**src/rtl/core/assert_macros.svh**
```systemverilog
// Assertion macros shared by the escaper RTL.
// Depends on nothing; included by files that carry concurrent checks.
`ifndef ASSERT_MACROS_SVH
`define ASSERT_MACROS_SVH

// Same-cycle implication, checked outside reset.
`define ASSERT_IMPLIES(label, clk, rst, ante, cons) \
   label: assert property (@(posedge clk) disable iff (rst) (ante) |-> (cons)) \
      else $error("assertion failed: same-cycle implication");

// Next-cycle implication, checked outside reset.
`define ASSERT_NEXT(label, clk, rst, ante, cons) \
   label: assert property (@(posedge clk) disable iff (rst) (ante) |=> (cons)) \
      else $error("assertion failed: next-cycle implication");

`endif

```
**src/rtl/core/cbhe_pkg.sv**
```systemverilog
// Shared types and constants of the control byte hex escaper.
// Depends on nothing; used by the planner, the emitter and the top level.
`timescale 1ns / 1ps
`default_nettype none

package cbhe_pkg;

   localparam int unsigned CapWidth   = 16;
   localparam int unsigned CountWidth = 4;   // up to 13 results per word

   localparam logic [39:0] OPEN_TAG  = "<hex>";
   localparam logic [47:0] CLOSE_TAG = "</hex>";

   localparam logic [CountWidth-1:0] OPEN_LEN  = 4'd5;
   localparam logic [CountWidth-1:0] CLOSE_LEN = 4'd6;

   // Text written ahead of the byte itself
   typedef enum logic [1:0] {
      PRE_NONE,
      PRE_OPEN,
      PRE_CLOSE
   } pre_type;

   // How the byte itself is written
   typedef enum logic [1:0] {
      BODY_NONE,
      BODY_HEX,
      BODY_RAW
   } body_type;

   // Everything the emitter needs to spell out one word's results
   typedef struct packed {
      logic [7:0]            data_byte;
      pre_type               pre;
      body_type              body;
      logic                  post_close;
      logic                  overflow;
      logic [CountWidth-1:0] count;
   } plan_type;

endpackage

`default_nettype wire

```
**src/rtl/core/control_byte_hex_escaper.sv**
```systemverilog
// Control byte hex escaper: a printable byte leaves as one result word and
// the input takes a new byte every cycle while results are not stalled. A
// word that opens or closes a <hex> run, is written as two hex digits or
// overflows produces up to 13 result words, and the input stalls until its
// last result goes out: one emitter sends one character per cycle and the
// next word is taken in the cycle its last character goes out; result
// stalls add to this. Words of a failed field produce nothing and are taken
// once the emitter holds no pending word. The user must write the capacity
// register only while the block is idle; the block does not enforce this.
// Depends on cbhe_pkg, cbhe_plan, cbhe_emit and assert_macros.svh.
`timescale 1ns / 1ps
`default_nettype none

`include "assert_macros.svh"

module control_byte_hex_escaper (
   input  wire logic                          clock,
   input  wire logic                          reset,
   input  wire logic                          csr_wr_en,
   input  wire logic [cbhe_pkg::CapWidth-1:0] csr_wr_data,
   input  wire logic                          req_valid,
   output logic                               req_stall,
   input  wire logic [7:0]                    req_data_byte,
   input  wire logic                          req_is_last,
   output logic                               rsp_valid,
   input  wire logic                          rsp_stall,
   output logic [7:0]                         rsp_out_char,
   output logic                               rsp_run_end,
   output logic                               rsp_overflow
);

   cbhe_pkg::plan_type plan;
   logic               has_results;
   logic               plan_ready;
   logic               plan_busy;
   logic               req_accept;

   // Accept a word whenever the plan slot frees up
   assign req_stall  = !plan_ready;
   assign req_accept = req_valid && !req_stall;

   cbhe_plan u_plan (
      .clock       (clock),
      .reset       (reset),
      .csr_wr_en   (csr_wr_en),
      .csr_wr_data (csr_wr_data),
      .accept      (req_accept),
      .data_byte   (req_data_byte),
      .is_last     (req_is_last),
      .plan        (plan),
      .has_results (has_results)
   );

   cbhe_emit u_emit (
      .clock        (clock),
      .reset        (reset),
      .plan_load    (req_accept && has_results),
      .plan_in      (plan),
      .plan_ready   (plan_ready),
      .plan_busy    (plan_busy),
      .rsp_valid    (rsp_valid),
      .rsp_stall    (rsp_stall),
      .rsp_out_char (rsp_out_char),
      .rsp_run_end  (rsp_run_end),
      .rsp_overflow (rsp_overflow)
   );

   `ASSERT_IMPLIES(a_ovf_ends_word, clock, reset, rsp_valid && rsp_overflow,
                   rsp_run_end && (rsp_out_char == 8'h00))
   `ASSERT_NEXT(a_load_fills_plan, clock, reset, req_accept && has_results, plan_busy)
   `ASSERT_NEXT(a_run_continues, clock, reset, rsp_valid && !rsp_stall && !rsp_run_end, rsp_valid)

endmodule

`default_nettype wire

```
**src/rtl/core/cbhe_plan.sv**
```systemverilog
// Planner: field state, capacity register and the per-word output plan.
// Depends on cbhe_pkg.
`timescale 1ns / 1ps
`default_nettype none

module cbhe_plan (
   input  wire logic                          clock,
   input  wire logic                          reset,
   input  wire logic                          csr_wr_en,
   input  wire logic [cbhe_pkg::CapWidth-1:0] csr_wr_data,
   input  wire logic                          accept,
   input  wire logic [7:0]                    data_byte,
   input  wire logic                          is_last,
   output cbhe_pkg::plan_type                 plan,
   output logic                               has_results
);

   logic [cbhe_pkg::CapWidth-1:0] capacity_ff;
   logic [cbhe_pkg::CapWidth-1:0] bytes_written_ff, bytes_written_in;
   logic                          in_hex_ff, in_hex_in;
   logic                          failed_ff, failed_in;

   logic                            is_ctrl;
   logic                            hex_next;
   logic                            ovf;
   logic [cbhe_pkg::CountWidth-1:0] base;
   logic [cbhe_pkg::CountWidth-1:0] pre_len;
   logic [cbhe_pkg::CountWidth-1:0] body_len;
   logic [cbhe_pkg::CountWidth-1:0] post_len;
   logic [cbhe_pkg::CountWidth-1:0] advance;

   // True when len more characters still fit in the field
   function automatic logic fits(input logic [cbhe_pkg::CapWidth-1:0]   written,
                                 input logic [cbhe_pkg::CapWidth-1:0]   cap,
                                 input logic [cbhe_pkg::CountWidth-1:0] len);
      logic [cbhe_pkg::CapWidth:0] need;
      need = {1'b0, written} + (cbhe_pkg::CapWidth+1)'(len);
      return need <= {1'b0, cap};
   endfunction

   // Decide the text for this word from the field state
   always_comb begin
      is_ctrl       = (data_byte[6:5] == 2'b00);
      hex_next      = in_hex_ff;
      ovf           = 1'b0;
      base          = '0;
      plan.data_byte  = data_byte;
      plan.pre        = cbhe_pkg::PRE_NONE;
      plan.body       = cbhe_pkg::BODY_NONE;
      plan.post_close = 1'b0;
      if (is_ctrl) begin
         base = in_hex_ff ? 4'd0 : cbhe_pkg::OPEN_LEN;
         if (!in_hex_ff && !fits(bytes_written_ff, capacity_ff, cbhe_pkg::OPEN_LEN)) begin
            ovf = 1'b1;
         end else begin
            if (!in_hex_ff) begin
               plan.pre = cbhe_pkg::PRE_OPEN;
            end
            hex_next = 1'b1;
            if (!fits(bytes_written_ff, capacity_ff, base + 4'd2)) begin
               ovf = 1'b1;
            end else begin
               plan.body = cbhe_pkg::BODY_HEX;
               if (is_last) begin
                  if (fits(bytes_written_ff, capacity_ff,
                           base + 4'd2 + cbhe_pkg::CLOSE_LEN)) begin
                     plan.post_close = 1'b1;
                  end else begin
                     ovf = 1'b1;
                  end
               end
            end
         end
      end else begin
         base = in_hex_ff ? cbhe_pkg::CLOSE_LEN : 4'd0;
         if (in_hex_ff && !fits(bytes_written_ff, capacity_ff, cbhe_pkg::CLOSE_LEN)) begin
            ovf = 1'b1;
         end else begin
            if (in_hex_ff) begin
               plan.pre = cbhe_pkg::PRE_CLOSE;
            end
            hex_next = 1'b0;
            if (!fits(bytes_written_ff, capacity_ff, base + 4'd1)) begin
               ovf = 1'b1;
            end else begin
               plan.body = cbhe_pkg::BODY_RAW;
            end
         end
      end

      case (plan.pre)
         cbhe_pkg::PRE_OPEN:  pre_len = cbhe_pkg::OPEN_LEN;
         cbhe_pkg::PRE_CLOSE: pre_len = cbhe_pkg::CLOSE_LEN;
         default:             pre_len = '0;
      endcase
      case (plan.body)
         cbhe_pkg::BODY_HEX: body_len = 4'd2;
         cbhe_pkg::BODY_RAW: body_len = 4'd1;
         default:            body_len = '0;
      endcase
      post_len      = plan.post_close ? cbhe_pkg::CLOSE_LEN : 4'd0;
      advance       = pre_len + body_len + post_len;
      plan.overflow = ovf;
      plan.count    = advance + {3'b000, ovf};
      has_results   = !failed_ff;
   end

   // Next field state; the last word of a field clears it
   always_comb begin
      bytes_written_in = bytes_written_ff;
      in_hex_in        = in_hex_ff;
      failed_in        = failed_ff;
      if (accept) begin
         if (is_last) begin
            bytes_written_in = '0;
            in_hex_in        = 1'b0;
            failed_in        = 1'b0;
         end else if (!failed_ff) begin
            bytes_written_in = bytes_written_ff + cbhe_pkg::CapWidth'(advance);
            in_hex_in        = hex_next;
            failed_in        = ovf;
         end
      end
   end

   // Hold capacity and field state
   always_ff @(posedge clock) begin
      if (reset) begin
         capacity_ff      <= '1;
         bytes_written_ff <= '0;
         in_hex_ff        <= 1'b0;
         failed_ff        <= 1'b0;
      end else begin
         if (csr_wr_en) begin
            capacity_ff <= csr_wr_data;
         end
         bytes_written_ff <= bytes_written_in;
         in_hex_ff        <= in_hex_in;
         failed_ff        <= failed_in;
      end
   end

endmodule

`default_nettype wire

```
**src/rtl/core/cbhe_emit.sv**
```systemverilog
// Emitter: plan register, character position counter and result register.
// Depends on cbhe_pkg.
`timescale 1ns / 1ps
`default_nettype none

module cbhe_emit (
   input  wire logic               clock,
   input  wire logic               reset,
   input  wire logic               plan_load,
   input  wire cbhe_pkg::plan_type plan_in,
   output logic                    plan_ready,
   output logic                    plan_busy,
   output logic                    rsp_valid,
   input  wire logic               rsp_stall,
   output logic [7:0]              rsp_out_char,
   output logic                    rsp_run_end,
   output logic                    rsp_overflow
);

   cbhe_pkg::plan_type              plan_ff, plan_in_sel;
   logic                            plan_valid_ff, plan_valid_in;
   logic [cbhe_pkg::CountWidth-1:0] pos_ff, pos_in;
   logic                            rsp_valid_ff, rsp_valid_in;
   logic [7:0]                      char_ff;
   logic                            run_end_ff;
   logic                            overflow_ff;

   logic                            out_load;
   logic                            emit;
   logic                            last_pos;
   logic [cbhe_pkg::CountWidth-1:0] pre_len;
   logic [cbhe_pkg::CountWidth-1:0] body_len;
   logic [cbhe_pkg::CountWidth-1:0] off_body;
   logic [cbhe_pkg::CountWidth-1:0] off_post;
   logic [7:0]                      cur_char;
   logic                            cur_ovf;

   function automatic logic [7:0] open_char(input logic [2:0] idx);
      return cbhe_pkg::OPEN_TAG[8*(3'd4 - idx) +: 8];
   endfunction

   function automatic logic [7:0] close_char(input logic [2:0] idx);
      return cbhe_pkg::CLOSE_TAG[8*(3'd5 - idx) +: 8];
   endfunction

   function automatic logic [7:0] hex_digit(input logic [3:0] nib);
      return (nib > 4'd9) ? ({4'h0, nib} + 8'h37) : ({4'h0, nib} + 8'h30);
   endfunction

   // Pick the character at the current position of the plan
   always_comb begin
      case (plan_ff.pre)
         cbhe_pkg::PRE_OPEN:  pre_len = cbhe_pkg::OPEN_LEN;
         cbhe_pkg::PRE_CLOSE: pre_len = cbhe_pkg::CLOSE_LEN;
         default:             pre_len = '0;
      endcase
      case (plan_ff.body)
         cbhe_pkg::BODY_HEX: body_len = 4'd2;
         cbhe_pkg::BODY_RAW: body_len = 4'd1;
         default:            body_len = '0;
      endcase
      off_body = pos_ff - pre_len;
      off_post = off_body - body_len;
      cur_ovf  = 1'b0;
      if (pos_ff < pre_len) begin
         cur_char = (plan_ff.pre == cbhe_pkg::PRE_OPEN) ? open_char(pos_ff[2:0])
                                                        : close_char(pos_ff[2:0]);
      end else if (off_body < body_len) begin
         if (plan_ff.body == cbhe_pkg::BODY_RAW) begin
            cur_char = plan_ff.data_byte;
         end else if (off_body == 4'd0) begin
            cur_char = hex_digit(plan_ff.data_byte[7:4]);
         end else begin
            cur_char = hex_digit(plan_ff.data_byte[3:0]);
         end
      end else if (plan_ff.post_close && (off_post < cbhe_pkg::CLOSE_LEN)) begin
         cur_char = close_char(off_post[2:0]);
      end else begin
         cur_char = 8'h00;
         cur_ovf  = 1'b1;
      end
   end

   // Advance through the plan one character per free output slot
   always_comb begin
      out_load   = !rsp_valid_ff || !rsp_stall;
      emit       = plan_valid_ff && out_load;
      last_pos   = (pos_ff == (plan_ff.count - 4'd1));
      plan_ready = !plan_valid_ff || (emit && last_pos);

      plan_valid_in = plan_valid_ff;
      pos_in        = pos_ff;
      plan_in_sel   = plan_ff;
      if (plan_load) begin
         plan_valid_in = 1'b1;
         pos_in        = '0;
         plan_in_sel   = plan_in;
      end else if (emit) begin
         if (last_pos) begin
            plan_valid_in = 1'b0;
            pos_in        = '0;
         end else begin
            pos_in = pos_ff + 4'd1;
         end
      end

      if (emit) begin
         rsp_valid_in = 1'b1;
      end else if (out_load) begin
         rsp_valid_in = 1'b0;
      end else begin
         rsp_valid_in = rsp_valid_ff;
      end
   end

   // Control registers
   always_ff @(posedge clock) begin
      if (reset) begin
         plan_valid_ff <= 1'b0;
         pos_ff        <= '0;
         rsp_valid_ff  <= 1'b0;
      end else begin
         plan_valid_ff <= plan_valid_in;
         pos_ff        <= pos_in;
         rsp_valid_ff  <= rsp_valid_in;
      end
   end

   // Payload registers
   always_ff @(posedge clock) begin
      plan_ff <= plan_in_sel;
      if (emit) begin
         char_ff     <= cur_char;
         run_end_ff  <= last_pos;
         overflow_ff <= cur_ovf;
      end
   end

   assign plan_busy    = plan_valid_ff;
   assign rsp_valid    = rsp_valid_ff;
   assign rsp_out_char = char_ff;
   assign rsp_run_end  = run_end_ff;
   assign rsp_overflow = overflow_ff;

endmodule

`default_nettype wire
```
**config.mk**
```make
export PLATFORM = sky130hd
export DESIGN_NAME = control_byte_hex_escaper
export DESIGN_NICKNAME = d
export VERILOG_FILES = /design/src/rtl/core/cbhe_pkg.sv /design/src/rtl/core/control_byte_hex_escaper.sv /design/src/rtl/core/cbhe_plan.sv /design/src/rtl/core/cbhe_emit.sv
export VERILOG_INCLUDE_DIRS = /design/src /design/src/rtl/core
export SDC_FILE = /design/constraint.sdc
export NUM_CORES = 1
export LEC_CHECK = 0
export BUFFER_PORTS_ARGS = -buffer_cell sky130_fd_sc_hd__buf_2
export CAP_MARGIN = 10
export CORE_UTILIZATION = 58
export CTS_BUF_LIST = sky130_fd_sc_hd__clkbuf_8
export CTS_CLUSTER_SIZE = 40
export DETAILED_ROUTE_END_ITERATION = 12
export PLACE_DENSITY = 0.8
export SLEW_MARGIN = 20
export SYNTH_ARGS = -nofsm -noshare
export SYNTH_HDL_FRONTEND = slang
export SYNTH_SLANG_ARGS = --single-unit
```
**constraint.sdc**
```tcl
create_clock -name clock -period 5.7 [get_ports clock]
set_input_delay 0.57 -clock clock [delete_from_list [all_inputs] [get_ports clock]]
set_output_delay 0.57 -clock clock [all_outputs]
set_load 0.03 [all_outputs]
```
## Yosys cells after proc, flatten, opt, wreduce, memory -nomap -nowiden

Cells that the tools add are included.

- Register bits after elaboration: 67
- Latch bits: 0
- RAM bits: 0
- Memory bits (read-only): 0
- Bits of input ports: 30
- Output and inout port bits: 12
- Word-level logic and storage cells: 138
- Memories: 0

- Add/sub/neg operators: 23
- Multipliers: 0
- Div/mod/pow operators: 0
- Order comparisons: 10
- Eq/ne operators: 12
- Shifts and indexed selects: 3
- Muxes and demuxes: 48
- Bitwise gates (word level): 0
- Reductions and logical operators: 27

Operators by type and width:

| operator | number |
|---|---|
| 48-bit by 33-bit variable part select with 8-bit output, first input constant | 2 |
| 17-bit by 16-bit less-or-equal comparator with 1-bit output | 5 |
| 8-bit 2-to-1 mux | 8 |
| 16-bit by 4-bit adder with 17-bit output | 3 |
| 40-bit by 33-bit variable part select with 8-bit output, first input constant | 1 |
| 16-bit by 3-bit adder with 17-bit output, second input constant | 2 |
| 16-bit 2-to-1 mux | 2 |
| 4-bit by 6-bit adder with 7-bit output, second input constant | 4 |
| 1-bit 2-to-1 mux | 24 |
| 16-bit by 4-bit adder with 16-bit output | 1 |
| 4-bit 2-to-1 mux | 3 |
| 3-bit case mux with 2 select lines | 2 |
| 3-bit by 3-bit subtractor with 4-bit output, first input constant | 3 |
| 3-bit 2-to-1 mux | 3 |
| 4-bit by 1-bit adder with 4-bit output, second input constant | 2 |
| 2-bit by 1-bit equality test with 1-bit output, second input constant | 4 |
| 2-bit equality test, second input constant | 4 |
| 4-bit > comparator, second input constant | 2 |
| 1-bit logical NOT | 8 |
| 2-bit case mux with 2 select lines | 2 |
| 1-bit logical AND | 7 |
| 2-bit 2-to-1 mux | 3 |
| 2-bit nonzero test | 3 |
| 5-bit 2-to-1 mux | 1 |
| other kinds (21) | 24 |

## Logic depth before layout (Yosys ltp)

Gate-level depths: netlist of run 1.

- Word-level depth: 17
- Mapped depth: 27
- Depth with buffers taken out: 26

## By module

A second synthesis of run 1 with hierarchy kept.

- Cell total of the unflattened synthesis: 855
- Area total of the unflattened synthesis: 7173.1 um2

By module, submodules not included:

| module | instances | cells each | area each (um2) | sequential area each (um2) |
|---|---|---|---|---|
| cbhe_plan | 1 | 615 | 4797.1 | 680.7 |
| cbhe_emit | 1 | 237 | 2358.5 | 930.9 |
| control_byte_hex_escaper | 1 | 3 | 17.5 | 0.0 |

## Least setup slack after synthesis of run 1

Ideal clock, no wire load.

- Path type: flip-flop to flip-flop
- Start: register u_plan.in_hex_ff
- End: register u_plan.bytes_written_ff[9] in the netlist's numbering
- Setup time: 0.128 ns
- Arrival: 6.068 ns
- Required time: 5.572 ns
- Setup slack: -0.495 ns
- Stages on the path, launching flop included: 27
- Path buffers: 1
- Clock period less this slack: 6.195 ns
- Path through: dfxtp_1 -> inv_1 -> ha_1 -> clkbuf_1 -> o21ai_0 -> nand2b_1 -> nand3_1 -> nor3_1 -> xor2_1 -> ha_1 -> nand4_1 -> nor4_1 -> nand2b_1 -> a2111o_1 -> a211oi_1 -> nand3_1 -> fa_1 -> inv_1 -> ha_1 -> fa_1 -> ha_1 -> a21o_1 -> a21oi_1 -> a2111oi_2 -> nand3_1 -> xor2_1 -> nor2_1

RTL lines:

| item | RTL line | text |
|---|---|---|
| start, declared | cbhe_plan.sv:20 | `logic in_hex_ff, in_hex_in;` |
| start signal, assigned | cbhe_plan.sv:138 | `in_hex_ff <= in_hex_in;` |
| end signal, assigned | cbhe_plan.sv:137 | `bytes_written_ff <= bytes_written_in;` |
| end, declared | cbhe_plan.sv:19 | `logic [cbhe_pkg::CapWidth-1:0] bytes_written_ff, bytes_written_in;` |

==> flow_summary.json, run 1 <==
{
  "p_sw_mw": 0.4992,
  "worstPathArrival_ns": 6.13,
  "path_common_cell": "ha_4",
  "yosysSeqAreaShare_pct": 23.12,
  "drv_slew": 0,
  "final.setup.worst_slack_ns": -0.1530,
  "setup_violations": 12,
  "fp.dieW_um": 111.6,
  "stdcell_count": 1130,
  "antenna_found_initial": 0,
  "gp_congestion": 1.011,
  "crit_path_top_delay_cell": "fa_2",
  "drtIter0Drc": 636,
  "core_area_sq_um": 11560,
  "p_leak_nw": 4.203,
  "syn2layout_area_growth_pct": 26.05,
  "vias": 7051,
  "hpwlAfterDp_um": 17530,
  "fin_crit_sh_pct": 102.7,
  "hold-path-cell-count": 1,
  "dieHeight_um": 111.6,
  "rrSetupSlack_ns": -0.15,
  "worstMarginPinSlew_ns": 0.8945,
  "clockRootBuffer": "clkbuf_8",
  "post_synth_num_cell_types": 68,
  "clkLatencyLatePin_ns": 0.38,
  "syn_nets": 987,
  "synthFlopType": "dfxtp_1",
  "swShare_pct": 33.76,
  "nNetsFinal": 1136,
  "power_mw": 1.479,
  "use_met2_pct": 63.25,
  "ant_nets": 0,
  "gr-total-overflow": 0,
  "fin_hold_ws_ns": 0.3707,
  "critPathMaxStageDelay_ns": 0.57,
  "placedCellCount": 1102,
  "use_met1_pct": 42.09,
  "drc_errors": 2,
  "drive_gt1_share_pct": 25.94,
  "mostFrequentLayoutCells": "124 x buf_4, 108 x ha_1, 69 x nor2_1",
  "place_ws_ns": -0.3384,
  "cts_buffers": 9,
  "io_buffers": 41,
  "worstSetupPathType": "reg -> reg",
  "synthesis.area_sq_um": 6969,
  "worstHoldPathType": "in -> reg",
  "grt_pass1_wl_um": 35230,
  "endpoint": "u_plan.bytes_written_ff[8]$_SDFFE_PP0P_",
  "worstPathRequired_ns": 5.98,
  "worstSetupStartpoint": "u_plan.in_hex_ff$_SDFFE_PP0P_",
  "skew_ns": 0.01097,
  "holdCritStartpoint": "req_data_byte[3]",
  "dieArea_sq_um": 12460,
  "maxCapViolCount": 0,
  "synth-seq-cells": 67,
  "startpoint_type": "flop",
  "drt_wl_total_um": 22970,
  "intPower_mw": 0.9794,
  "syn_avg_cell_area_sq_um": 8.366,
  "clock-sinks": 67,
  "cts.clk_slew.worst_paths_ns": 0.08,
  "fmax_mhz": 170.9,
  "grt_use_met3_pct": 6.369,
  "synth_edf_count": 27,
  "peakVddDrop_mv": 0.1382,
  "synthArstFlopShare_pct": 0,
  "clockPowerShare_pct": 30.8,
  "yosys.area.top_type": "ha_1",
  "yosysWarnings": 0,
  "final_common_cell": "buf_4",
  "status": "finished with violations",
  "finish.utilization_pct": 75.96,
  "r2r_cells": 28,
  "postSynthCellCount": 833,
  "cts_tree": "done",
  "initial_utilization_pct": 60.26,
  "failed_checks": "design-rule violations, negative setup slack",
  "vias_per_cell": 6.240,
  "antenna_cells": 0,
  "netlist.area_leader.share_pct": 21.18,
  "p_seq_share_pct": 37.4,
  "io_pins": 42,
  "routedWlPerCell_um": 20.33,
  "r2r-end": "u_plan.bytes_written_ff[8]$_SDFFE_PP0P_",
  "finalHoldViolCount": 0,
  "rr_startpoint": "u_plan.in_hex_ff$_SDFFE_PP0P_",
  "power.density_nw_per_um2": 168.3,
  "rsz0062_at_grt": "yes",
  "busiest_layer": "met2",
  "grt_max_degree": 32,
  "combPwrFrac_pct": 31.8,
  "max_slew_margin_pct": 40.02,
  "grt_usage_pct": 36.87,
  "fp-row-count": 39,
  "first_pass_iters": 10,
  "worstPathMaxFanout": 8,
  "endpoint_kind": "flop",
  "clock_path_buffers": 2,
  "htreeDepth": 3,
  "grt_pass1_vias": 6993,
  "synthTopCellsByArea": "ha_1 21%, edfxtp_1 12%, dfxtp_1 11%",
  "fin_crit_ns": 5.853
}
## worst max-delay path: cells and delay by family, from the launching register on
family,cells,cell delay (ns)
XOR/XNOR,2,0.39
adder cells (fa/ha/maj),7,2.09
AO/OA/AOI/OAI,7,1.76
flip-flops,1,0.34
AND/OR/NAND/NOR,6,0.59
buffers and inverters,6,0.54
## layer usage
metal / vias up / share of wire (%)
li1: 3292 / -
met4: 0 / 6.6
met2: 350 / 47
met1: 3299 / 40
met5: - / 0
met3: 110 / 6.4
## registers in the layout, summed over array words and instances (netlist names)
register,cells
u_emit.pos_ff,4
u_plan.bytes_written_ff,16
u_emit.plan_ff,17
u_plan.failed_ff,1
u_emit.rsp_out_char,8
u_emit.plan_busy,1
u_plan.capacity_ff,16
u_emit.rsp_run_end,1
u_emit.rsp_overflow,1
u_emit.rsp_valid,1
u_plan.in_hex_ff,1
## cell type report
class / instances / area (sq um)
multi-input cells: 667 / 5311
clock buffers: 10 / 137.6
clock inverters: 6 / 80.08
fillers: 845 / 2780
repair buffers: 170 / 1192
well taps: 143 / 178.9
flip-flops and latches: 67 / 1630
inverters: 67 / 254.0
## kinds of logic after synthesis
family	after synthesis	share of synthesized area, %
AOI/OAI and AO/OA	184	17.74
xor gates and xnor gates	95	12.14
adders and majority gates	124	22.91
buffers and inverters	99	5.584
DFF	67	23.12
muxes	2	0.2873
and+or+nand+nor	262	18.22
## how the worst min path moves through the flow
stage                               endpoint  slack (ns)
2_1_floorplan  u_emit.rsp_valid$_SDFFE_PP0P_        0.47
3_3_place_gp   u_emit.rsp_valid$_SDFFE_PP0P_        0.49
3_5_place_dp   u_emit.rsp_valid$_SDFFE_PP0P_        0.52
4_1_cts         u_emit.plan_ff[13]$_DFFE_PP_        0.36
5_1_grt         u_emit.plan_ff[10]$_DFFE_PP_        0.36
6_report        u_emit.plan_ff[13]$_DFFE_PP_        0.37
## power groups by stage
stage                     logic [mW]  registers (mW)  clock network, mW
after detailed placement       0.432           0.562                  0
after CTS                      0.439           0.552              0.460
after global routing           0.514           0.556              0.477
final                          0.470           0.553              0.455
after floorplan                0.273           0.574                  0
after global placement         0.413           0.561                  0
## what timing repair did
item                       CTS  global route
gates resized for setup     20            56
setup buffers                3            10
hold buffers                 0             0
pin swaps                    8            43
setup endpoints to repair   12            13
hold endpoints to repair     0             0
## Yosys cell counts, types with 8 or more instances
| master | number |
|---|---|
| o211ai_1 | 18 |
| edfxtp_1 | 27 |
| nand3_1 | 29 |
| nor3_1 | 19 |
| nand2_1 | 63 |
| nand4_1 | 21 |
| nor2_1 | 74 |
| and3_1 | 8 |
| nand2b_1 | 9 |
| o21ai_0 | 28 |
| inv_1 | 66 |
| a21oi_1 | 57 |
| or3_1 | 8 |
| xnor2_1 | 53 |
| ha_1 | 118 |
| clkbuf_1 | 21 |
| dfxtp_1 | 40 |
| xor2_1 | 41 |
| a21o_1 | 10 |
## per-stage QoR
stage | instance area [sq um] | TNS, ns
after detailed placement | 8120 | -2.886
after CTS | 8428 | 0
after global placement | 8120 | -0.04088
after floorplan | 7002 | 0
after global routing | 8785 | -3.422
final | 8785 | -1.286
No activity file was read; power rests on OpenSTA's default activity.
==> run 2, diff against run 1 <==
--- a/config.mk
+++ b/config.mk
@@ -8,6 +8,7 @@
 export LEC_CHECK = 0
 export BUFFER_PORTS_ARGS = -buffer_cell sky130_fd_sc_hd__buf_2
 export CAP_MARGIN = 10
+export CORE_ASPECT_RATIO = 0.9
 export CORE_UTILIZATION = 58
 export CTS_BUF_LIST = sky130_fd_sc_hd__clkbuf_8
 export CTS_CLUSTER_SIZE = 40
==> run 2 against run 1 <==
  * Final area is 3.4% higher
  * Maximum frequency is 1.2% higher
  * Clock skew is 0.0044 ns higher
  * Die area hardly changed
  * Final cell count is 3.8% higher
  * Non-clock buffer count is 30 higher
  * Count of clock-buffer cells in the layout stayed put
  * Combinational power is 8.1% higher
  * Setup slack better by 0.072 ns
  * Sequential share of layout area is 0.70 points lower
  * The run ends with negative setup slack left
  * Via count is 4.9% higher
  * Utilization is 2.5 points higher
==> flow_summary.json, run 2 (same netlist as run 1, synthesis figures left out) <==
{
  "drive_gt1_share_pct": 28.91,
  "power_mw": 1.546,
  "nNetsFinal": 1166,
  "peakVddDrop_mv": 0.1313,
  "dieHeight_um": 106.0,
  "max_slew_margin_pct": 30.89,
  "rrSetupSlack_ns": -0.08,
  "gr-total-overflow": 0,
  "cts_tree": "done",
  "dieArea_sq_um": 12460,
  "fillCellCount": 787,
  "drtIter0Drc": 938,
  "grt_usage_pct": 41.79,
  "fmax_mhz": 173.0,
  "grt_pass1_vias": 7386,
  "routedWlPerCell_um": 22.22,
  "worstHoldPathType": "in -> reg",
  "cts_buffers": 9,
  "hpwlAfterDp_um": 18980,
  "r2r-end": "u_plan.bytes_written_ff[10]$_SDFFE_PP0P_",
  "drc_errors": 0,
  "startpoint_type": "flop",
  "clock_path_buffers": 2,
  "seqCellArea_sq_um": 1623,
  "drt_wl_total_um": 26060,
  "reg_top3": "u_emit.plan_ff (17), u_plan.bytes_written_ff (16), u_plan.capacity_ff (16)",
  "hold-path-cell-count": 1,
  "r2r_cells": 27,
  "htreeDepth": 3,
  "drv_slew": 0,
  "fin_area_sq_um": 9086,
  "worstMarginPinSlew_ns": 1.031,
  "worstSetupStartpoint": "u_plan.bytes_written_ff[8]$_SDFFE_PP0P_",
  "vias": 7394,
  "cts.clk_slew.worst_paths_ns": 0.09,
  "vias_per_cell": 6.303,
  "max_flop_register": "u_emit.plan_ff",
  "power.density_nw_per_um2": 170.2,
  "syn2layout_area_growth_pct": 30.38,
  "gp_congestion": 1.059,
  "grt_pass1_wl_um": 39500,
  "final.setup.worst_slack_ns": -0.08089,
  "worstPathMaxFanout": 8,
  "multi_input_area_sq_um": 5344,
  "mostFrequentLayoutCells": "149 x buf_4, 110 x ha_1, 70 x nor2_1",
  "io_buffers": 41,
  "initial_utilization_pct": 60.22,
  "finalHoldViolCount": 0,
  "worstPathRequired_ns": 5.97,
  "core_area_sq_um": 11570,
  "clock-sinks": 67,
  "setup_violations": 10,
  "rr_startpoint": "u_plan.bytes_written_ff[8]$_SDFFE_PP0P_",
  "crit_path_top_delay_cell": "fa_2",
  "final_common_cell": "buf_4",
  "status": "finished with violations",
  "endpoint_kind": "flop",
  "io_pins": 42,
  "antenna_found_initial": 0,
  "worstPathArrival_ns": 6.05,
  "skew_ns": 0.01539,
  "holdCritStartpoint": "req_data_byte[7]",
  "grt_max_degree": 32,
  "largest_reg_flops": 17,
  "fin_crit_ns": 5.781,
  "fin_crit_sh_pct": 101.4,
  "fp-row-count": 37,
  "critPathMaxStageDelay_ns": 0.57,
  "rsz0062_at_grt": "yes",
  "placedCellCount": 1138,
  "endpoint": "u_plan.bytes_written_ff[10]$_SDFFE_PP0P_",
  "antenna_cells": 0,
  "worstSetupPathType": "reg -> reg",
  "maxCapViolCount": 0,
  "stdcell_count": 1173,
  "clockRootBuffer": "clkbuf_8",
  "failed_checks": "negative setup slack",
  "fp.dieW_um": 117.5,
  "placed_cell_area_sq_um": 8309,
  "ant_nets": 0,
  "cts_hold_repair.buffers": 0,
  "first_pass_iters": 12,
  "p_leak_nw": 4.412,
  "finish.utilization_pct": 78.51,
  "clkLatencyLatePin_ns": 0.39
}
run 2: worst max-delay path: cells and delay by family, from the launching register on:
family,cells,cell delay [ns]
adder cells (fa/ha/maj),5,1.78
XOR/XNOR,2,0.29
buffers and inverters,5,0.58
AO/OA/AOI/OAI,3,0.95
flip-flops,1,0.37
AND/OR/NAND/NOR,12,1.69
run 2: metal layers:
| metal | GRT usage (%) | vias up | part of all wire (%) |
|---|---|---|---|
| met4 | 16.85 | 0 | 3.8 |
| met3 | 9.227 | 103 | 9.1 |
| met5 | 0 | - | 0 |
| met1 | 54.91 | 3545 | 43 |
| met2 | 66.69 | 398 | 44 |
| li1 | - | 3348 | - |
run 2: stage by stage:
stage          hold slack (ns)    TNS, ns  setup WS [ns]
2_1_floorplan           0.4740          0        0.02295
3_3_place_gp            0.5001     -3.035        -0.3075
3_5_place_dp            0.5197     -5.427        -0.5451
4_1_cts                 0.3480  -0.004114      -0.004114
5_1_grt                 0.3463     -3.309        -0.3116
6_report                0.3490    -0.4268       -0.08089
run 2: worst min path at each step:
stage / endpoint
after global placement: u_emit.rsp_valid$_SDFFE_PP0P_
after floorplan: u_emit.rsp_valid$_SDFFE_PP0P_
after detailed placement: u_emit.rsp_valid$_SDFFE_PP0P_
after global routing: u_emit.plan_ff[17]$_DFFE_PP_
final: u_emit.plan_ff[17]$_DFFE_PP_
after CTS: u_emit.plan_ff[17]$_DFFE_PP_
run 2: report_power, final:
| group | switching [mW] | internal (mW) | total [mW] |
|---|---|---|---|
| registers | 0.0194 | 0.534 | 0.553 |
| clock network | 0.226 | 0.259 | 0.485 |
| logic | 0.302 | 0.206 | 0.508 |
| total | 0.548 | 0.998 | 1.55 |
run 2: area by class of cell:
type                       instances  area share [%]
clock inverter                     6          0.9639
multi-input combinational        667           58.81
sequential                        67           17.86
timing repair buffer             200           15.90
clock buffer                      10           1.515
inverter                          67           2.795
tap                              156           2.148
run 2: what timing repair did:
item / in CTS / in global routing
setup endpoints to repair: 13 / 14
gates resized for setup: 51 / 37
buffers inserted: 16 / 6
pin swaps: 31 / 34
==> run 3, diff against run 2 <==
--- a/config.mk
+++ b/config.mk
@@ -17,4 +17,5 @@
 export SLEW_MARGIN = 20
 export SYNTH_ARGS = -nofsm -noshare
 export SYNTH_HDL_FRONTEND = slang
+export SYNTH_HIERARCHICAL = 1
 export SYNTH_SLANG_ARGS = --single-unit
==> run 3 against run 2 <==
  * The flow still finishes with violations (negative setup slack)
  * Maximum frequency decreased by 0.17%
  * Global-route usage decreased by 11 points
  * Clock power decreased by 28%
  * Final cell count decreased by 6.0%
  * Area after synthesis increased by 2.8%
  * Critical endpoint is now u_plan/bytes_written_ff[14]$_SDFFE_PP0P_
  * Largest cell class unchanged
  * Largest power group unchanged
  * Highest routed layer unchanged
==> flow_summary.json, run 3 <==
{
  "worstMarginPinSlew_ns": 0.8503,
  "finalHoldViolCount": 0,
  "endpoint_kind": "flop",
  "worstSetupPathType": "reg -> reg",
  "postSynthCellCount": 854,
  "holdCritStartpoint": "req_data_byte[2]",
  "largest_reg_flops": 17,
  "cts_hold_repair.buffers": 0,
  "tns_ns": -0.1796,
  "drtIter0Drc": 730,
  "final.setup.worst_slack_ns": -0.09059,
  "drt_wl_total_um": 19060,
  "fin_crit_sh_pct": 101.6,
  "drv_slew": 0,
  "crit_buf_inv": 2,
  "worstPathArrival_ns": 6.08,
  "cts_tree": "done",
  "skew_ns": 0.01146,
  "fin_crit_ns": 5.791,
  "io_buffers": 41,
  "stdcell_count": 1103,
  "drive_gt1_share_pct": 19.72,
  "syn_nets": 1009,
  "combPwrFrac_pct": 34.1,
  "nNetsFinal": 1093,
  "p_sw_mw": 0.4942,
  "intPower_mw": 0.8748,
  "mostFrequentLayoutCells": "116 x ha_1, 93 x nor2_1, 70 x buf_4",
  "placedCellCount": 1078,
  "max_slew_margin_pct": 43.31,
  "htreeDepth": 3,
  "clock-sinks": 67,
  "crit_chain": "nand2_1 > or3_4 > nor2_1 > xor2_1 > ha_1 > a21oi_1 > a21boi_0 > or3b_4 > o31ai_4 > o221a_2 > and3_4 > inv_2 > fa_1 > inv_1 > ha_2 > fa_2 > xor2_2 > ha_1 > nand3b_1 > a21oi_2 > nand3_2 > or3_1 > a21oi_1",
  "first_pass_iters": 6,
  "clockPowerShare_pct": 25.5,
  "worstPathRequired_ns": 5.99,
  "fp.dieW_um": 119.2,
  "grt_max_degree": 32,
  "gp_congestion": 1.022,
  "synthesis.area_sq_um": 7166,
  "swShare_pct": 36.10,
  "max_flop_register": "u_emit/plan_ff",
  "vias_per_cell": 5.986,
  "grt_pass1_wl_um": 30490,
  "vias": 6603,
  "cpLargestDelayFamily": "simple AND/OR/NAND/NOR gates",
  "final_common_cell": "ha_1",
  "worstHoldPathType": "in -> reg",
  "grt_pass1_vias": 5945,
  "worstPathMaxFanout": 6,
  "yosysWarnings": 6,
  "cts_buffers": 9,
  "io_pins": 42,
  "peakVddDrop_mv": 0.1188,
  "fp-row-count": 38,
  "failed_checks": "negative setup slack",
  "gr-total-overflow": 0,
  "p_leak_nw": 3.984,
  "seqCellArea_sq_um": 1622,
  "dieHeight_um": 107.4,
  "p_seq_share_pct": 40.4,
  "rr_startpoint": "u_plan/bytes_written_ff[4]$_SDFFE_PP0P_",
  "placed_cell_area_sq_um": 7861,
  "initial_utilization_pct": 59.57,
  "clkLatencyLatePin_ns": 0.37,
  "status": "finished with violations",
  "power.density_nw_per_um2": 166.7,
  "syn_avg_cell_area_sq_um": 8.391,
  "setup_violations": 5,
  "clockRootBuffer": "clkbuf_8",
  "fin_area_sq_um": 8210,
  "core_area_sq_um": 12030,
  "finish.utilization_pct": 68.25,
  "routedWlPerCell_um": 17.28,
  "syn2layout_area_growth_pct": 14.58,
  "ant_nets": 0,
  "reg_top3": "u_emit/plan_ff (17), u_plan/bytes_written_ff (16), u_plan/capacity_ff (16)",
  "dieArea_sq_um": 12800,
  "fillCellCount": 975,
  "critPathMaxStageDelay_ns": 0.48,
  "hpwlAfterDp_um": 14850,
  "clock_path_buffers": 2,
  "antenna_cells": 0,
  "worstSetupStartpoint": "u_plan/bytes_written_ff[4]$_SDFFE_PP0P_",
  "drc_errors": 0,
  "rrSetupSlack_ns": -0.09,
  "startpoint_type": "flop",
  "fmax_mhz": 172.7,
  "cts.clk_slew.worst_paths_ns": 0.08,
  "grt_usage_pct": 30.62,
  "antenna_found_initial": 0,
  "multi_input_area_sq_um": 5263,
  "maxCapViolCount": 0,
  "crit_path_top_delay_cell": "dfxtp_1",
  "rsz0062_at_grt": "yes"
}
## run 3: power groups by stage
stage               Combinational, mW  Clock [mW]  Sequential, mW
floorplan                       0.320           0           0.576
global placement                0.440           0           0.563
detailed placement              0.449           0           0.564
CTS                             0.455       0.359           0.553
global route                    0.517       0.379           0.558
finish                          0.467       0.349           0.553
## run 3: layer usage
| metal | track usage (%) | up-vias | wire length (um) |
|---|---|---|---|
| li1 | - | 3195 | - |
| met1 | 43.61 | 3094 | 8841 |
| met2 | 45.18 | 285 | 8155 |
| met3 | 7.150 | 29 | 1744 |
| met4 | 9.946 | 0 | 314 |
| met5 | 0 | - | 0 |
## run 3: through the flow
step	total power [mW]	setup WS (ns)	hold slack [ns]
6_report	1.369	-0.09059	0.3738
2_1_floorplan	0.8956	0.005505	0.4740
3_3_place_gp	1.003	-0.008588	0.4928
4_1_cts	1.367	0.002574	0.3613
3_5_place_dp	1.013	-0.1059	0.4961
5_1_grt	1.454	-0.3244	0.3707
## run 3: area by class of cell
class	instances	share of cell area, %
timing repair buffer	112	9.037
tap	160	2.438
sequential	67	19.75
clock buffer	9	1.509
inverter	58	2.713
clock inverter	7	0.4572
multi-input combinational	690	64.10
## run 3: worst register-to-register path: stages, from the launching register on
cell and delay [ns]:
dfxtp_1 0.48, nand2_1 0.17, or3_4 0.45, nor2_1 0.13, xor2_1 0.17, ha_1 0.28
a21oi_1 0.20, a21boi_0 0.19, or3b_4 0.43, o31ai_4 0.27, o221a_2 0.24, and3_4 0.19
inv_2 0.04, fa_1 0.47, inv_1 0.05, ha_2 0.17, fa_2 0.36, xor2_2 0.17
ha_1 0.32, nand3b_1 0.13, a21oi_2 0.22, nand3_2 0.15, or3_1 0.34, a21oi_1 0.14
## run 3: what timing repair did
action	4_1_cts	5_1_grt
pin swaps	3	24
buffers inserted	2	7
endpoints found under the setup margin	10	13
resized for setup	9	22
## run 3: path summary, 6_finish.rpt
check / cells after the start / to
max: 23 / u_plan/bytes_written_ff[14]$_SDFFE_PP0P_
min: 1 / u_emit/plan_ff[12]$_DFFE_PP_
max reg2reg: 23 / u_plan/bytes_written_ff[14]$_SDFFE_PP0P_
min reg2reg: 2 / u_emit/rsp_valid$_SDFFE_PP0P_
